### src/rtl/core/duplicate_read_filter_core_macros.svh
// assertion macros shared by the duplicate read filter rtl
// expects clk and rst_n in the scope of the module that uses them
`ifndef DUPLICATE_READ_FILTER_CORE_MACROS_SVH
`define DUPLICATE_READ_FILTER_CORE_MACROS_SVH

// antecedent implies consequent in the same cycle
`define DRF_ASSERT_SAME(lbl, ante, cons, msg) \
    lbl: assert property (@(posedge clk) disable iff (!rst_n) (ante) |-> (cons)) else $error(msg);

// antecedent implies consequent in the next cycle
`define DRF_ASSERT_NEXT(lbl, ante, cons, msg) \
    lbl: assert property (@(posedge clk) disable iff (!rst_n) (ante) |=> (cons)) else $error(msg);

`endif

### src/rtl/core/drf_pkg.sv
// package of the duplicate read filter: types, codes and default sizes
// no dependencies
package drf_pkg;

    localparam int DEF_TABLE_DEPTH = 4096;
    localparam int DEF_PROBE_LIMIT = 8;
    localparam int DEF_POS_BITS    = 31;

    localparam int CNT_W    = 40;
    localparam int DUPCNT_W = 16;

    localparam logic [63:0] HASH_MULT = 64'h9E3779B97F4A7C15;

    typedef enum logic [1:0]
    {
        OP_READ         = 2'd0,
        OP_CLEAR_TABLES = 2'd1,
        OP_CLEAR_COUNTS = 2'd2
    } op_t;

    typedef enum logic
    {
        REG_THRESHOLD = 1'b0,
        REG_PAIRED    = 1'b1
    } reg_idx_t;

    typedef enum logic [1:0]
    {
        PR_IDLE,
        PR_CLEAR,
        PR_ISSUE,
        PR_CHECK
    } probe_state_t;

    typedef enum logic [2:0]
    {
        ST_IDLE,
        ST_HASH,
        ST_PROBE,
        ST_CLEAR,
        ST_FINISH
    } top_state_t;

    typedef struct packed
    {
        logic red;
        logic full;
    } probe_res_t;

endpackage

### src/rtl/core/drf_hash.sv
// multiplicative hash of a 64-bit key, three 32x32 partial products
// depends on drf_pkg
module drf_hash
    import drf_pkg::*;
#(
    parameter int AW = 12
)
(
    input  logic          clk,
    input  logic          rst_n,
    input  logic          start,
    input  logic [63:0]   key,
    output logic          done,
    output logic [AW-1:0] hash
);

    logic [63:0] key_reg;
    logic [63:0] acc_reg, acc_next;
    logic [1:0]  step_reg, step_next;
    logic        busy_reg, busy_next;
    logic        done_reg, done_next;
    logic [31:0] op_a, op_b;
    logic [63:0] prod;

    // product mod 2^64 = kl*cl + ((kl*ch + kh*cl) << 32)
    always_comb
    begin
        op_a = key_reg[31:0];
        op_b = HASH_MULT[31:0];
        case (step_reg)
            2'd1:
            begin
                op_a = key_reg[31:0];
                op_b = HASH_MULT[63:32];
            end
            2'd2:
            begin
                op_a = key_reg[63:32];
                op_b = HASH_MULT[31:0];
            end
            default:
            begin
                op_a = key_reg[31:0];
                op_b = HASH_MULT[31:0];
            end
        endcase
        prod = 64'(op_a) * 64'(op_b);
    end

    always_comb
    begin
        acc_next  = acc_reg;
        step_next = step_reg;
        busy_next = busy_reg;
        done_next = 1'b0;
        if (busy_reg)
        begin
            if (step_reg == 2'd0)
            begin
                acc_next = prod;
            end
            else
            begin
                acc_next = acc_reg + {prod[31:0], 32'd0};
            end
            step_next = step_reg + 2'd1;
            if (step_reg == 2'd2)
            begin
                busy_next = 1'b0;
                done_next = 1'b1;
                step_next = 2'd0;
            end
        end
        else if (start)
        begin
            busy_next = 1'b1;
            step_next = 2'd0;
        end
    end

    always_ff @(posedge clk or negedge rst_n)
    begin
        if (!rst_n)
        begin
            step_reg <= 2'd0;
            busy_reg <= 1'b0;
            done_reg <= 1'b0;
        end
        else
        begin
            step_reg <= step_next;
            busy_reg <= busy_next;
            done_reg <= done_next;
        end
    end

    always_ff @(posedge clk)
    begin
        acc_reg <= acc_next;
        if (start && !busy_reg)
        begin
            key_reg <= key;
        end
    end

    assign done = done_reg;
    assign hash = acc_reg[32 +: AW];

endmodule

### config.mk
export PLATFORM = sky130hd
export DESIGN_NAME = drf_hash
export DESIGN_NICKNAME = d
export VERILOG_FILES = /design/src/rtl/core/duplicate_read_filter_core_macros.svh /design/src/rtl/core/drf_pkg.sv /design/src/rtl/core/drf_hash.sv
export SDC_FILE = /design/constraint.sdc
export NUM_CORES = 1
export LEC_CHECK = 0
export ABC_AREA = 0
export BUFFER_PORTS_ARGS = -buffer_cell sky130_fd_sc_hd__buf_4
export CORE_MARGIN = 2
export CORE_UTILIZATION = 25
export DETAILED_ROUTE_END_ITERATION = 6
export PLACE_DENSITY = 0.37
export SYNTH_ARGS = -nofsm -noshare
export SYNTH_HDL_FRONTEND = slang
export SYNTH_SLANG_ARGS = --single-unit
### constraint.sdc
create_clock -name clk -period 18.6 [get_ports clk]
set_clock_uncertainty 0.15 [all_clocks]
set_input_delay 3.72 -clock clk [delete_from_list [all_inputs] [get_ports clk]]
set_output_delay 3.72 -clock clk [all_outputs]
set_load 0.05 [all_outputs]
==> results of run 1 <==
-- critical path: stages, from the launching register on --
cell	delay (ns)
sky130_fd_sc_hd__dfrtp_1	0.46
sky130_fd_sc_hd__nor2b_4	0.52
sky130_fd_sc_hd__buf_4	0.58
sky130_fd_sc_hd__mux2i_2	0.70
sky130_fd_sc_hd__inv_2	0.34
sky130_fd_sc_hd__xnor2_1	0.23
sky130_fd_sc_hd__ha_1	0.32
sky130_fd_sc_hd__ha_1	0.30
sky130_fd_sc_hd__ha_1	0.34
sky130_fd_sc_hd__xnor2_1	0.48
sky130_fd_sc_hd__fa_1	0.52
sky130_fd_sc_hd__inv_1	0.09
sky130_fd_sc_hd__fa_1	0.42
sky130_fd_sc_hd__ha_1	0.33
sky130_fd_sc_hd__fa_1	0.54
sky130_fd_sc_hd__inv_1	0.06
sky130_fd_sc_hd__fa_1	0.53
sky130_fd_sc_hd__inv_1	0.09
sky130_fd_sc_hd__ha_1	0.35
sky130_fd_sc_hd__a21o_1	0.18
sky130_fd_sc_hd__a21oi_1	0.07
sky130_fd_sc_hd__o21ai_0	0.54
sky130_fd_sc_hd__a2111oi_2	0.20
sky130_fd_sc_hd__a311oi_1	0.57
sky130_fd_sc_hd__o21ai_0	0.22
sky130_fd_sc_hd__or4b_1	0.50
sky130_fd_sc_hd__nand3_1	0.09
-- cells in the final DEF (no fill, tap or decap), types with 19 or more instances in the layout --
master	netlist	layout
sky130_fd_sc_hd__fa_1	454	454
sky130_fd_sc_hd__nand2_1	75	75
sky130_fd_sc_hd__a21o_1	24	24
sky130_fd_sc_hd__xnor2_1	98	98
sky130_fd_sc_hd__edfxtp_1	76	76
sky130_fd_sc_hd__a21oi_1	59	59
sky130_fd_sc_hd__ha_1	306	306
sky130_fd_sc_hd__inv_1	623	623
sky130_fd_sc_hd__buf_4	0	93
sky130_fd_sc_hd__o21ai_0	67	67
sky130_fd_sc_hd__nor2_1	103	103
sky130_fd_sc_hd__conb_1	2	31
sky130_fd_sc_hd__and2_1	19	19
-- final cells by class --
cell class	count	area, µm²	area share, %
flip-flops and latches	80	2380	9.76
multi-input cells	1441	17200	70.4
inverters	635	2390	9.78
repair buffers	94	718	2.94
clock buffers	9	225	0.922
clock inverters	7	53.8	0.220
well taps	1165	1460	5.97
-- per-layer routing --
layer  GRT usage, %  vias to the layer above
li1               -                     6799
met2           30.9                      240
met3           1.64                       36
met1           23.5                     7535
met4           3.08                        0
met5              0                        -
-- cell families (layout without fill, tap and decap cells) --
logic type,Yosys count,count (layout),synth area share (%)
AND/OR/NAND/NOR,285,285,6.01
adder cells (fa/ha/maj),761,761,58.5
buffers and inverters,695,745,12.0
multiplexers,36,36,1.85
AO/OA/AOI/OAI,218,218,6.30
XOR/XNOR,110,110,4.52
flip-flops,80,80,10.8
other,2,31,0.0340
-- metrics by stage --
stage / setup slack (ns) / area [µm²] / hold WS [ns]
after floorplan: 9.88 / 22200 / 0.379
final: 8.64 / 24400 / 0.446
after global placement: 8.63 / 24100 / 0.412
after detailed placement: 8.59 / 24100 / 0.416
after global routing: 8.15 / 24400 / 0.492
after CTS: 8.56 / 24400 / 0.444
-- worst max path at each step --
stage	start	to	slack (ns)	depth (start not counted)
6_report	step_reg[0]$_DFFE_PN0P_	acc_reg[40]$_DFFE_PP_	8.64	26
5_1_grt	step_reg[1]$_DFFE_PN0P_	acc_reg[36]$_DFFE_PP_	8.15	27
4_1_cts	step_reg[0]$_DFFE_PN0P_	acc_reg[40]$_DFFE_PP_	8.56	26
3_5_place_dp	step_reg[0]$_DFFE_PN0P_	acc_reg[40]$_DFFE_PP_	8.59	27
3_3_place_gp	step_reg[0]$_DFFE_PN0P_	acc_reg[40]$_DFFE_PP_	8.63	27
2_1_floorplan	step_reg[0]$_DFFE_PN0P_	acc_reg[40]$_DFFE_PP_	9.88	28
==> results summary, run 1 <==
The flow ran to the end, and the final reports show no timing, DRC or antenna violations. The instance count along the most critical hold path came out at 1. The post-cts hold buffer count came out at 0.

The count of unique library cells instantiated by Yosys is 69. The first-pass GRT wire length came out at 113 mm. The startpoint identified for the worst register-to-register timing path is step_reg[0]$_DFFE_PN0P_. In this run, synthesis produced a sequential element count of 80.

The largest total area in the synthesized netlist belongs to sky130_fd_sc_hd__fa_1. The HPWL after detailed placement came out at 69.0 mm. The core area is 88000 µm².

The cell area after synthesis is 22100 µm². The area share of the leading cell type in the synthesized netlist is 41.1%. The count of input and output buffers came out at 79. The number of cell rows is 109. The clock latency at the later pin of the worst-skew pair came out at 0.41 ns. After synthesis, the most frequently instantiated cells are sky130_fd_sc_hd__inv_1 (623), sky130_fd_sc_hd__fa_1 (454), sky130_fd_sc_hd__ha_1 (306), sky130_fd_sc_hd__nor2_1 (103), sky130_fd_sc_hd__xnor2_1 (98). The clock root buffer is sky130_fd_sc_hd__clkbuf_16. From bottom edge to top edge, the die measures 301 µm. The full die area came out at 90800 µm². The number of antenna violations at the first check in global routing came out at 0. The largest fanout of any net on the critical path came out at 29. The Yosys step of the flow raised 0 warnings. The count of final setup violators came out at 0. The placed cell count is 3415. For this design the top-level I/O count stands at 80. The number of buffers between clock root and the deepest sink is 2. The met1 wire length is 34.7 mm. The final cell count without fillers came out at 3431. The overall fraction of global-route tracks in use came out at 17.5%.

The part of the cycle the worst path needs came out at 53.6%. TritonCTS built the clock tree. The total grt overflow is 0. Routability-driven placement finished with a final weighted congestion of 0.873. The most common cell in the synthesized netlist is sky130_fd_sc_hd__inv_1. Sorting the synthesized cells by area gives the leading types as sky130_fd_sc_hd__fa_1 (41%), sky130_fd_sc_hd__ha_1 (17%), sky130_fd_sc_hd__inv_1 (11%), sky130_fd_sc_hd__edfxtp_1 (10%), sky130_fd_sc_hd__xnor2_1 (3.9%).

The reg2reg setup slack came out at 8.64 ns. The setup path with the least slack is of type flip-flop to flip-flop. The tool flagged a number of max-cap violations equal to 0. The number of nets still failing antenna checks after routing came out at 0. The wire length on met3 is 2.00 mm. The average wire per standard cell came out at 22.5 µm.

The pin count of the biggest net entering global routing is 84. The cell count after synthesis came out at 2187. The clock tree synthesis step divided the H-tree into 3 levels.

The path category of the worst min-delay check is flip-flop to flip-flop. The number of gates resized after CTS came out at 0. 0 antenna diodes ended up in the layout. The worst reg2reg path depth came out at 26. The final-stage net count is 3088. The worst hold path terminates at step_reg[1]$_DFFE_PN0P_. The register with the most flip-flops in the layout has 64 of them. For the pin with the worst max-slew slack, the measured transition is 1.12 ns.

The filler cells instantiated in the layout total 9454. In the routed design, unresolved DRC markers number 0. STA classifies the critical path endpoint as a flip-flop. The clock buffer count from CTS came out at 9. The setup TNS is 0 ns.

The overall routed net length came out at 77.2 mm. The average vias per placed instance came out at 4.26. STA puts the critical path data required time at 18.72 ns. The worst setup path is launched from a flip-flop. The met2 wire length is 39.5 mm. The most used flip-flop cell after synthesis is sky130_fd_sc_hd__edfxtp_1. The final max-slew violation count is 0. The time the final worst path needs with I/O delays and setup is 9.96 ns. The number of flops mapped to enable cells by yosys came out at 76. The endpoint identified for the worst register-to-register timing path is acc_reg[40]$_DFFE_PP_. The fraction of registers with async set/reset is 5.00%. The highest metal layer used by the detailed router is met4. The number of clock sinks came out at 80. Sequential cells were found to cover 10.8% of the synthesized design area. The post-layout utilization of the core is 27.8%. The initial standard-cell utilization of the core came out at 25.1%. The layout-stage area growth over the synthesis result is 10.5%.

In this run the most critical hold path is launched from step_reg[1]$_DFFE_PN0P_. The ratio of cells with drive above 1 in the final layout came out at 6.80%. The violation count after the first detailed-routing iteration came out at 773. The vias after detailed routing came out at 14600.

Setup repair after global routing left no endpoint under its margin. Before antenna repair, the detailed router went through 5 iterations. The per-instance average area after synthesis is 10.1 µm². The headroom to the max-slew limit came out at 23.2%. The die outline width came out at 301 µm. The post-CTS setup buffer count came out at 0. The number of hold violations in the final report came out at 0. The number of global-route vias before repair came out at 16200.

The top achievable clock speed came out at 0.100 GHz. The clock slew seen by the registers of the worst setup and hold paths is 0.07 ns. For the worst setup path, the data arrival time is 10.08 ns.
Power of run 1 is left out: the tool's default activity adds up to more than one toggle a clock period on the data nets, which glitch-free logic cannot reach.
==> run 2, diff against run 1 <==
- ABC_AREA: 0 -> 1
- clock period: 18.6 -> 9.5 ns (I/O delays scaled with it)
==> results summary, run 2 <==
The run finished with clean final reports. The final weighted congestion in routability-driven placement is 0.914 (+4.7%). The overall fraction of global-route tracks in use came out at 18.7% (+1.2 points).

The HPWL after detailed placement is 76.7 mm (+11%). The initial standard-cell utilization of the core came out at 25.2% (+0.14 points). The vias after detailed routing is 16600 (+14%).

The overall routed net length was 85.1 mm (+10%). The most used flip-flop cell after synthesis is sky130_fd_sc_hd__edfxtp_1. The most common library cell in the layout ignoring fill and taps is sky130_fd_sc_hd__inv_1. The number of nets still failing antenna checks after routing came out at 0 (unchanged).

The library cell occupying the most area in the post-synthesis netlist is sky130_fd_sc_hd__fa_1. The clock slew seen by the registers of the worst setup and hold paths came out at 0.09 ns (+0.02 ns). The end point of the most critical hold path is acc_reg[42]$_DFFE_PP_. The number of buffers between clock root and the deepest sink came to 2 (unchanged). The worst reg2reg path depth is 28 (+7.7%). The stage delay of the slowest cell on the critical path is 0.62 ns (-0.08 ns). The number of antenna violations at the first check in global routing is 0 (unchanged).

The count of final setup violators was 0 (unchanged). The slowest library cell on the worst path is sky130_fd_sc_hd__fa_1. The per-instance average area after synthesis came out at 8.85 µm² (-12%). The total grt overflow came to 0 (unchanged). The arrival time of data at the critical path endpoint came out at 8.77 ns (-1.31 ns).

The full die area came out at 95000 µm² (+4.7%). The clock latency at the later pin of the worst-skew pair came out at 0.43 ns (+0.02 ns). The worst hold margin came out at 0.423 ns (-0.0235 ns). The setup TNS is 0 ns (unchanged). The number of cell rows is 111 (+1.8%).

The count of max-cap constraint violations came out at 0 (unchanged). The number of buffers and inverters on the critical path is 7 (+2). The average wire per standard cell is 21.8 µm (-3.3%). The number of hold violations in the final report came out at 0 (unchanged). The floorplan die height came out at 308 µm (+2.3%). The finished layout cell area came out at 25600 µm² (+5.0%). The pin count of the biggest net entering global routing came to 65 (-23%). The number of levels the H-tree was split into was 3 (unchanged). The critical path is of the flip-flop to flip-flop type. The final-stage net count is 3543 (+15%). After synthesis, the cell types taking the most area are sky130_fd_sc_hd__fa_1 (39%), sky130_fd_sc_hd__ha_1 (17%), sky130_fd_sc_hd__inv_1 (13%), sky130_fd_sc_hd__edfxtp_1 (9.9%), sky130_fd_sc_hd__nand2_1 (5.1%). The die outline width is 308 µm (+2.3%). The count of unique library cells instantiated by Yosys came out at 48 (-30%).

The count of TritonRoute iterations in the first routing pass is 5 (unchanged). The top achievable clock speed came out at 0.115 GHz (+14%). The violation count after the first detailed-routing iteration came out at 859 (+11%). The fraction of registers with async set/reset came out at 5.00% (unchanged).

The instance count along the most critical hold path is 0 (-1). The required time of the critical path is 9.54 ns (-9.18 ns). The time the final worst path needs with I/O delays and setup is 8.73 ns (-1.23 ns). The most frequent cell on the critical path is sky130_fd_sc_hd__fa_1. The number of global-route vias before repair was 19000 (+17%). The transition time at the pin with the least slew margin came out at 0.976 ns (-0.143 ns). The number of placed I/O pins came out at 80 (unchanged). The kind of cell adding the most delay to the critical path is adder cells.

The cell area reported after detailed placement is 25300 µm² (+4.9%). The final max-slew violation count is 0 (unchanged). The layout-stage area growth over the synthesis result is 10.8%. The post-synthesis instance total came out at 2614 (+20%). The warning count from the yosys run came out at 0 (unchanged).

The capturing point of the worst reg2reg path is acc_reg[42]$_DFFE_PP_. The first-pass GRT wire length came out at 127 mm (+12%). The largest fanout of any net on the critical path is 33 (+14%). The most common cell in the synthesized netlist is sky130_fd_sc_hd__inv_1.

The ratio of cells with drive above 1 in the final layout came out at 7.46% (+0.66 points). The number of clock sinks was 80 (unchanged). The clock buffer count from CTS is 9 (unchanged). The number of flip-flops under the largest register name is 64 (unchanged). The count of unresolved DRC violations after routing came to 0 (unchanged). In the synthesized netlist, the cells that appear most often are sky130_fd_sc_hd__inv_1 (797), sky130_fd_sc_hd__fa_1 (454), sky130_fd_sc_hd__nand2_1 (316), sky130_fd_sc_hd__ha_1 (306), sky130_fd_sc_hd__nor2_1 (177).

The tightest min-delay check is of the flip-flop to flip-flop type. The count of input and output buffers came out at 79 (unchanged). The number of antenna repair diodes was 0 (unchanged). The number of flops mapped to enable cells by yosys is 76 (unchanged).

The reg-to-reg critical path startpoint is step_reg[1]$_DFFE_PN0P_. The post-cts hold buffer count came out at 0 (unchanged). The library cells used most frequently in the layout, excluding fill and tap cells, are sky130_fd_sc_hd__inv_1 (797), sky130_fd_sc_hd__fa_1 (454), sky130_fd_sc_hd__nand2_1 (316). STA classifies the critical path startpoint as a flip-flop. The headroom to the max-slew limit is 34.9% (+12 points). In this run the most critical hold path is launched from busy_reg$_DFF_PN0_.

The register area share after synthesis is 10.3% (-0.49 points). The number of cells on the critical path is 28 (+7.7%). The kind of capture point of the worst setup path is a flip-flop. The core area came out at 91700 µm² (+4.2%). Setup repair after global routing left no endpoint under its margin. The part of the cycle the worst path needs is 91.9% (+38 points). The cell sitting at the root of the clock tree is a sky130_fd_sc_hd__clkbuf_16. The reg2reg setup slack is 0.77 ns (-7.87 ns).

The average vias per placed instance is 4.26 (about the same). The cell area after synthesis is 23100 µm² (+4.8%). TritonCTS built the clock tree. The number of synthesized register bits came out at 80 (unchanged). The area share of the leading cell type in the synthesized netlist is 39.3% (-1.9 points).
-- run 2: cell types whose count changed after synthesis, moves of 30 or more --
cell | before | now
sky130_fd_sc_hd__a21oi_1 | 59 | 89
sky130_fd_sc_hd__inv_1 | 623 | 797
sky130_fd_sc_hd__nand2_1 | 75 | 316
sky130_fd_sc_hd__nand3_1 | 12 | 45
sky130_fd_sc_hd__nor2_1 | 103 | 177
sky130_fd_sc_hd__xnor2_1 | 98 | 20
sky130_fd_sc_hd__xor2_1 | 9 | 45
-- run 2: cells by family after synthesis --
family | Yosys count | synth area share (%)
buffers and inverters | 861 | 14.3
other | 2 | 0.0324
DFF | 80 | 10.3
adders and majority gates | 760 | 55.8
xor gates and xnor gates | 65 | 2.46
AOI/OAI and AO/OA | 243 | 6.11
and+or+nand+nor | 603 | 10.9
-- run 2: cell type report --
cell class | instances | area [µm²]
Sequential cell | 80 | 2380
Fill cell | 9918 | 66000
Clock inverter | 7 | 87.6
Inverter | 810 | 3050
Clock buffer | 9 | 225
Timing Repair Buffer | 113 | 861
Multi-Input combinational cell | 1702 | 17600
Tap cell | 1186 | 1480
-- run 2: worst max-delay path by stage --
| stage | start | end |
|---|---|---|
| floorplan | step_reg[0]$_DFFE_PN0P_ | acc_reg[42]$_DFFE_PP_ |
| global placement | step_reg[1]$_DFFE_PN0P_ | acc_reg[32]$_DFFE_PP_ |
| detailed placement | step_reg[1]$_DFFE_PN0P_ | acc_reg[37]$_DFFE_PP_ |
| CTS | step_reg[1]$_DFFE_PN0P_ | acc_reg[37]$_DFFE_PP_ |
| global route | step_reg[1]$_DFFE_PN0P_ | acc_reg[42]$_DFFE_PP_ |
| finish | step_reg[1]$_DFFE_PN0P_ | acc_reg[42]$_DFFE_PP_ |
-- run 2: metal layers --
| metal | vias to the layer above | track usage, % | wire length, µm |
|---|---|---|---|
| li1 | 7920 | - | - |
| met1 | 8438 | 23.6 | 37400 |
| met2 | 241 | 34.5 | 44100 |
| met3 | 40 | 1.36 | 1640 |
| met4 | 0 | 4.56 | 1910 |
| met5 | - | 0 | 0 |
-- run 2: repair_timing --
| item | in CTS | in global routing |
|---|---|---|
| endpoints found under the setup margin | 0 | 3 |
| setup buffers | 0 | 3 |
| resized for setup | 0 | 1 |
-- run 2: through the flow --
stage	utilization, %	instances	worst slack, ns
floorplan	-	2643	1.83
global placement	27.6	3888	0.489
detailed placement	27.6	3888	0.457
CTS	28.0	3904	0.432
global route	28.0	3907	0.230
finish	28.0	3907	0.769
Power of run 2 is left out for the same reason.
==> run 3, diff against run 2 <==
- CORE_UTILIZATION: 25 -> 60
- CTS_BUF_LIST: unset -> sky130_fd_sc_hd__clkbuf_4 sky130_fd_sc_hd__clkbuf_8 sky130_fd_sc_hd__clkbuf_16
- HOLD_SLACK_MARGIN: unset -> 0.08
- PLACE_DENSITY: 0.37 -> 0.75
==> results summary, run 3 (synthesis gave the netlist of run 2 again) <==
The clock slew seen by the registers of the worst setup and hold paths came to 0.07 ns (-0.02 ns). The number of nets still failing antenna checks after routing is 0 (unchanged). The library cell used most frequently in the layout, excluding fill and tap cells, is sky130_fd_sc_hd__inv_1.

The number of placed I/O pins came out at 80 (unchanged). The count of input and output buffers is 79 (unchanged). The pin count of the biggest net entering global routing is 58 (-11%). The number of cell rows is 71 (-36%). The post-layout utilization of the core came out at 65.1% (+37 points). The worst setup path is launched from a flip-flop. The instance count along the most critical hold path came out at 3 (+3).

The transition time at the pin with the least slew margin is 1.02 ns (+0.0470 ns). The cell area reported after detailed placement is 24300 µm² (-3.8%). The number of gates resized after CTS came out at 0 (unchanged). The number of buffers between clock root and the deepest sink was 2 (unchanged). The flow ran to the end, and the final reports show no timing, DRC or antenna violations. Setup repair after global routing left no endpoint under its margin. The total grt overflow came out at 0 (unchanged). The initial standard-cell utilization of the core is 61.2% (+36 points).

The number of filler instances in the final layout is 3256 (-67%). The setup TNS is 0 ns (unchanged). The final cell count without fillers came out at 3214 (-18%). The count of TritonRoute iterations in the first routing pass is 6 (+1). The floorplan die height came to 200 µm (-35%). The headroom to the max-slew limit came to 31.7% (-3.2 points). The ratio of cells with drive above 1 in the final layout is 6.84% (-0.62 points).

The number of flip-flops under the largest register name is 64 (unchanged). The worst reg2reg path depth is 28 (unchanged). The core area came out at 37800 µm² (-59%). The count of max-cap constraint violations came to 0 (unchanged).

The clock latency at the later pin of the worst-skew pair came to 0.40 ns (-0.03 ns). The post-cts hold buffer count is 0 (unchanged). The count of unresolved DRC violations after routing is 0 (unchanged).

The finished layout cell area came out at 24600 µm² (-3.9%). The number of antenna repair diodes came out at 0 (unchanged). The number of global-route vias before repair is 19100 (+0.71%). The clock tree from TritonCTS is built. STA classifies the critical path endpoint as a flip-flop. The multi-input logic area is 17600 µm² (unchanged). The vias after detailed routing was 17300 (+3.8%). The final weighted congestion in routability-driven placement is 1.01 (+11%). The average wire per standard cell came to 22.6 µm (+3.7%). In this run the worst hold path is classified as flip-flop to flip-flop. The die outline width was 200 µm (-35%).

The number of hold violations in the final report is 0 (unchanged). The stage delay of the slowest cell on the critical path is 0.59 ns (-0.03 ns). The sequential standard cell area is 2380 µm² (unchanged).

The layout-stage area growth over the synthesis result is 6.48%. The overall routed net length was 72.5 mm (-15%). The overall fraction of global-route tracks in use is 38.3% (+20 points). For this design, the slowest cell found on the critical path is sky130_fd_sc_hd__fa_1. The largest fanout of any net on the critical path is 41 (+24%). The arrival time of data at the critical path endpoint is 8.73 ns (-0.04 ns). The final max-slew violation count is 0 (unchanged). The top achievable clock speed is 0.114 GHz (-0.26%). The HPWL after detailed placement came out at 64.6 mm (-16%). The first-pass GRT wire length was 112 mm (-11%). The number of clock sinks came out at 80 (unchanged). The clock buffer count from CTS came to 9 (unchanged).

The count of final setup violators is 0 (unchanged). The violation count after the first detailed-routing iteration came out at 1237 (+44%). The post-CTS setup buffer count came out at 0 (unchanged). The full die area came out at 40200 µm² (-58%). The number of antenna violations at the first check in global routing came out at 0 (unchanged).

CTS placed an instance of sky130_fd_sc_hd__clkbuf_16 at the clock tree root. The placed cell count is 3198 (-18%). The part of the cycle the worst path needs is 92.1% (+0.24 points). Leaving out fill and tap cells, the most frequent cells in the layout are sky130_fd_sc_hd__inv_1 (797), sky130_fd_sc_hd__fa_1 (454), sky130_fd_sc_hd__nand2_1 (316). The critical path is of the flip-flop to flip-flop type. The average vias per placed instance is 5.38 (+26%).

The number of levels the H-tree was split into is 3 (unchanged). The time the final worst path needs with I/O delays and setup is 8.75 ns (+0.0232 ns). The required time of the critical path is 9.47 ns (-0.07 ns). The final-stage net count is 3525 (-0.51%).
==> run 3: cell count changes in the layout (fill, tap and decap cells not counted), sizes merged <==
cell	change
buf	-18
clkbuf	+2
inv	-2
clkinv	-1
clkinvlp	+1
==> run 3: area by class of cell <==
type | count | area share [%]
timing repair buffer | 95 | 2.89
clock inverter | 5 | 0.259
tap | 511 | 2.59
inverter | 810 | 12.4
clock buffer | 11 | 0.975
sequential | 80 | 9.67
multi-input combinational | 1702 | 71.3
==> run 3: critical path: cells and delay by family, from the launching register on <==
kind,cells,cell delay (ns)
flip-flops,1,0.57
AO/OA/AOI/OAI,7,1.88
AND/OR/NAND/NOR,5,1.08
buffers and inverters,6,0.52
XOR/XNOR,1,0.18
adder cells (fa/ha/maj),9,4.09
==> run 3: worst paths after layout <==
path                                              start                      end  slack [ns]
worst min-delay path              acc_reg[32]$_DFFE_PP_    acc_reg[32]$_DFFE_PP_        0.58
worst min register to register    acc_reg[32]$_DFFE_PP_    acc_reg[32]$_DFFE_PP_        0.58
max in group asynchronous                         rst_n  step_reg[1]$_DFFE_PN0P_        7.87
worst max-delay path            step_reg[1]$_DFFE_PN0P_    acc_reg[36]$_DFFE_PP_        0.75
worst max register to register  step_reg[1]$_DFFE_PN0P_    acc_reg[36]$_DFFE_PP_        0.75
min in group asynchronous                         rst_n           done$_DFF_PN0_        1.17
==> run 3: metrics by stage <==
stage               setup slack [ns]  hold WS, ns
global route                   0.213        0.597
finish                         0.746        0.579
global placement               0.940        0.544
floorplan                       1.83        0.521
detailed placement             0.799        0.543
CTS                            0.784        0.561
==> run 3: per-layer routing <==
| layer | GRT usage, % | wire length, µm |
|---|---|---|
| met1 | 47.4 | 28500 |
| met2 | 62.8 | 33900 |
| met5 | 0 | 0 |
| met4 | 23.1 | 5320 |
| met3 | 7.27 | 4860 |
Power of run 3 is left out for the same reason.
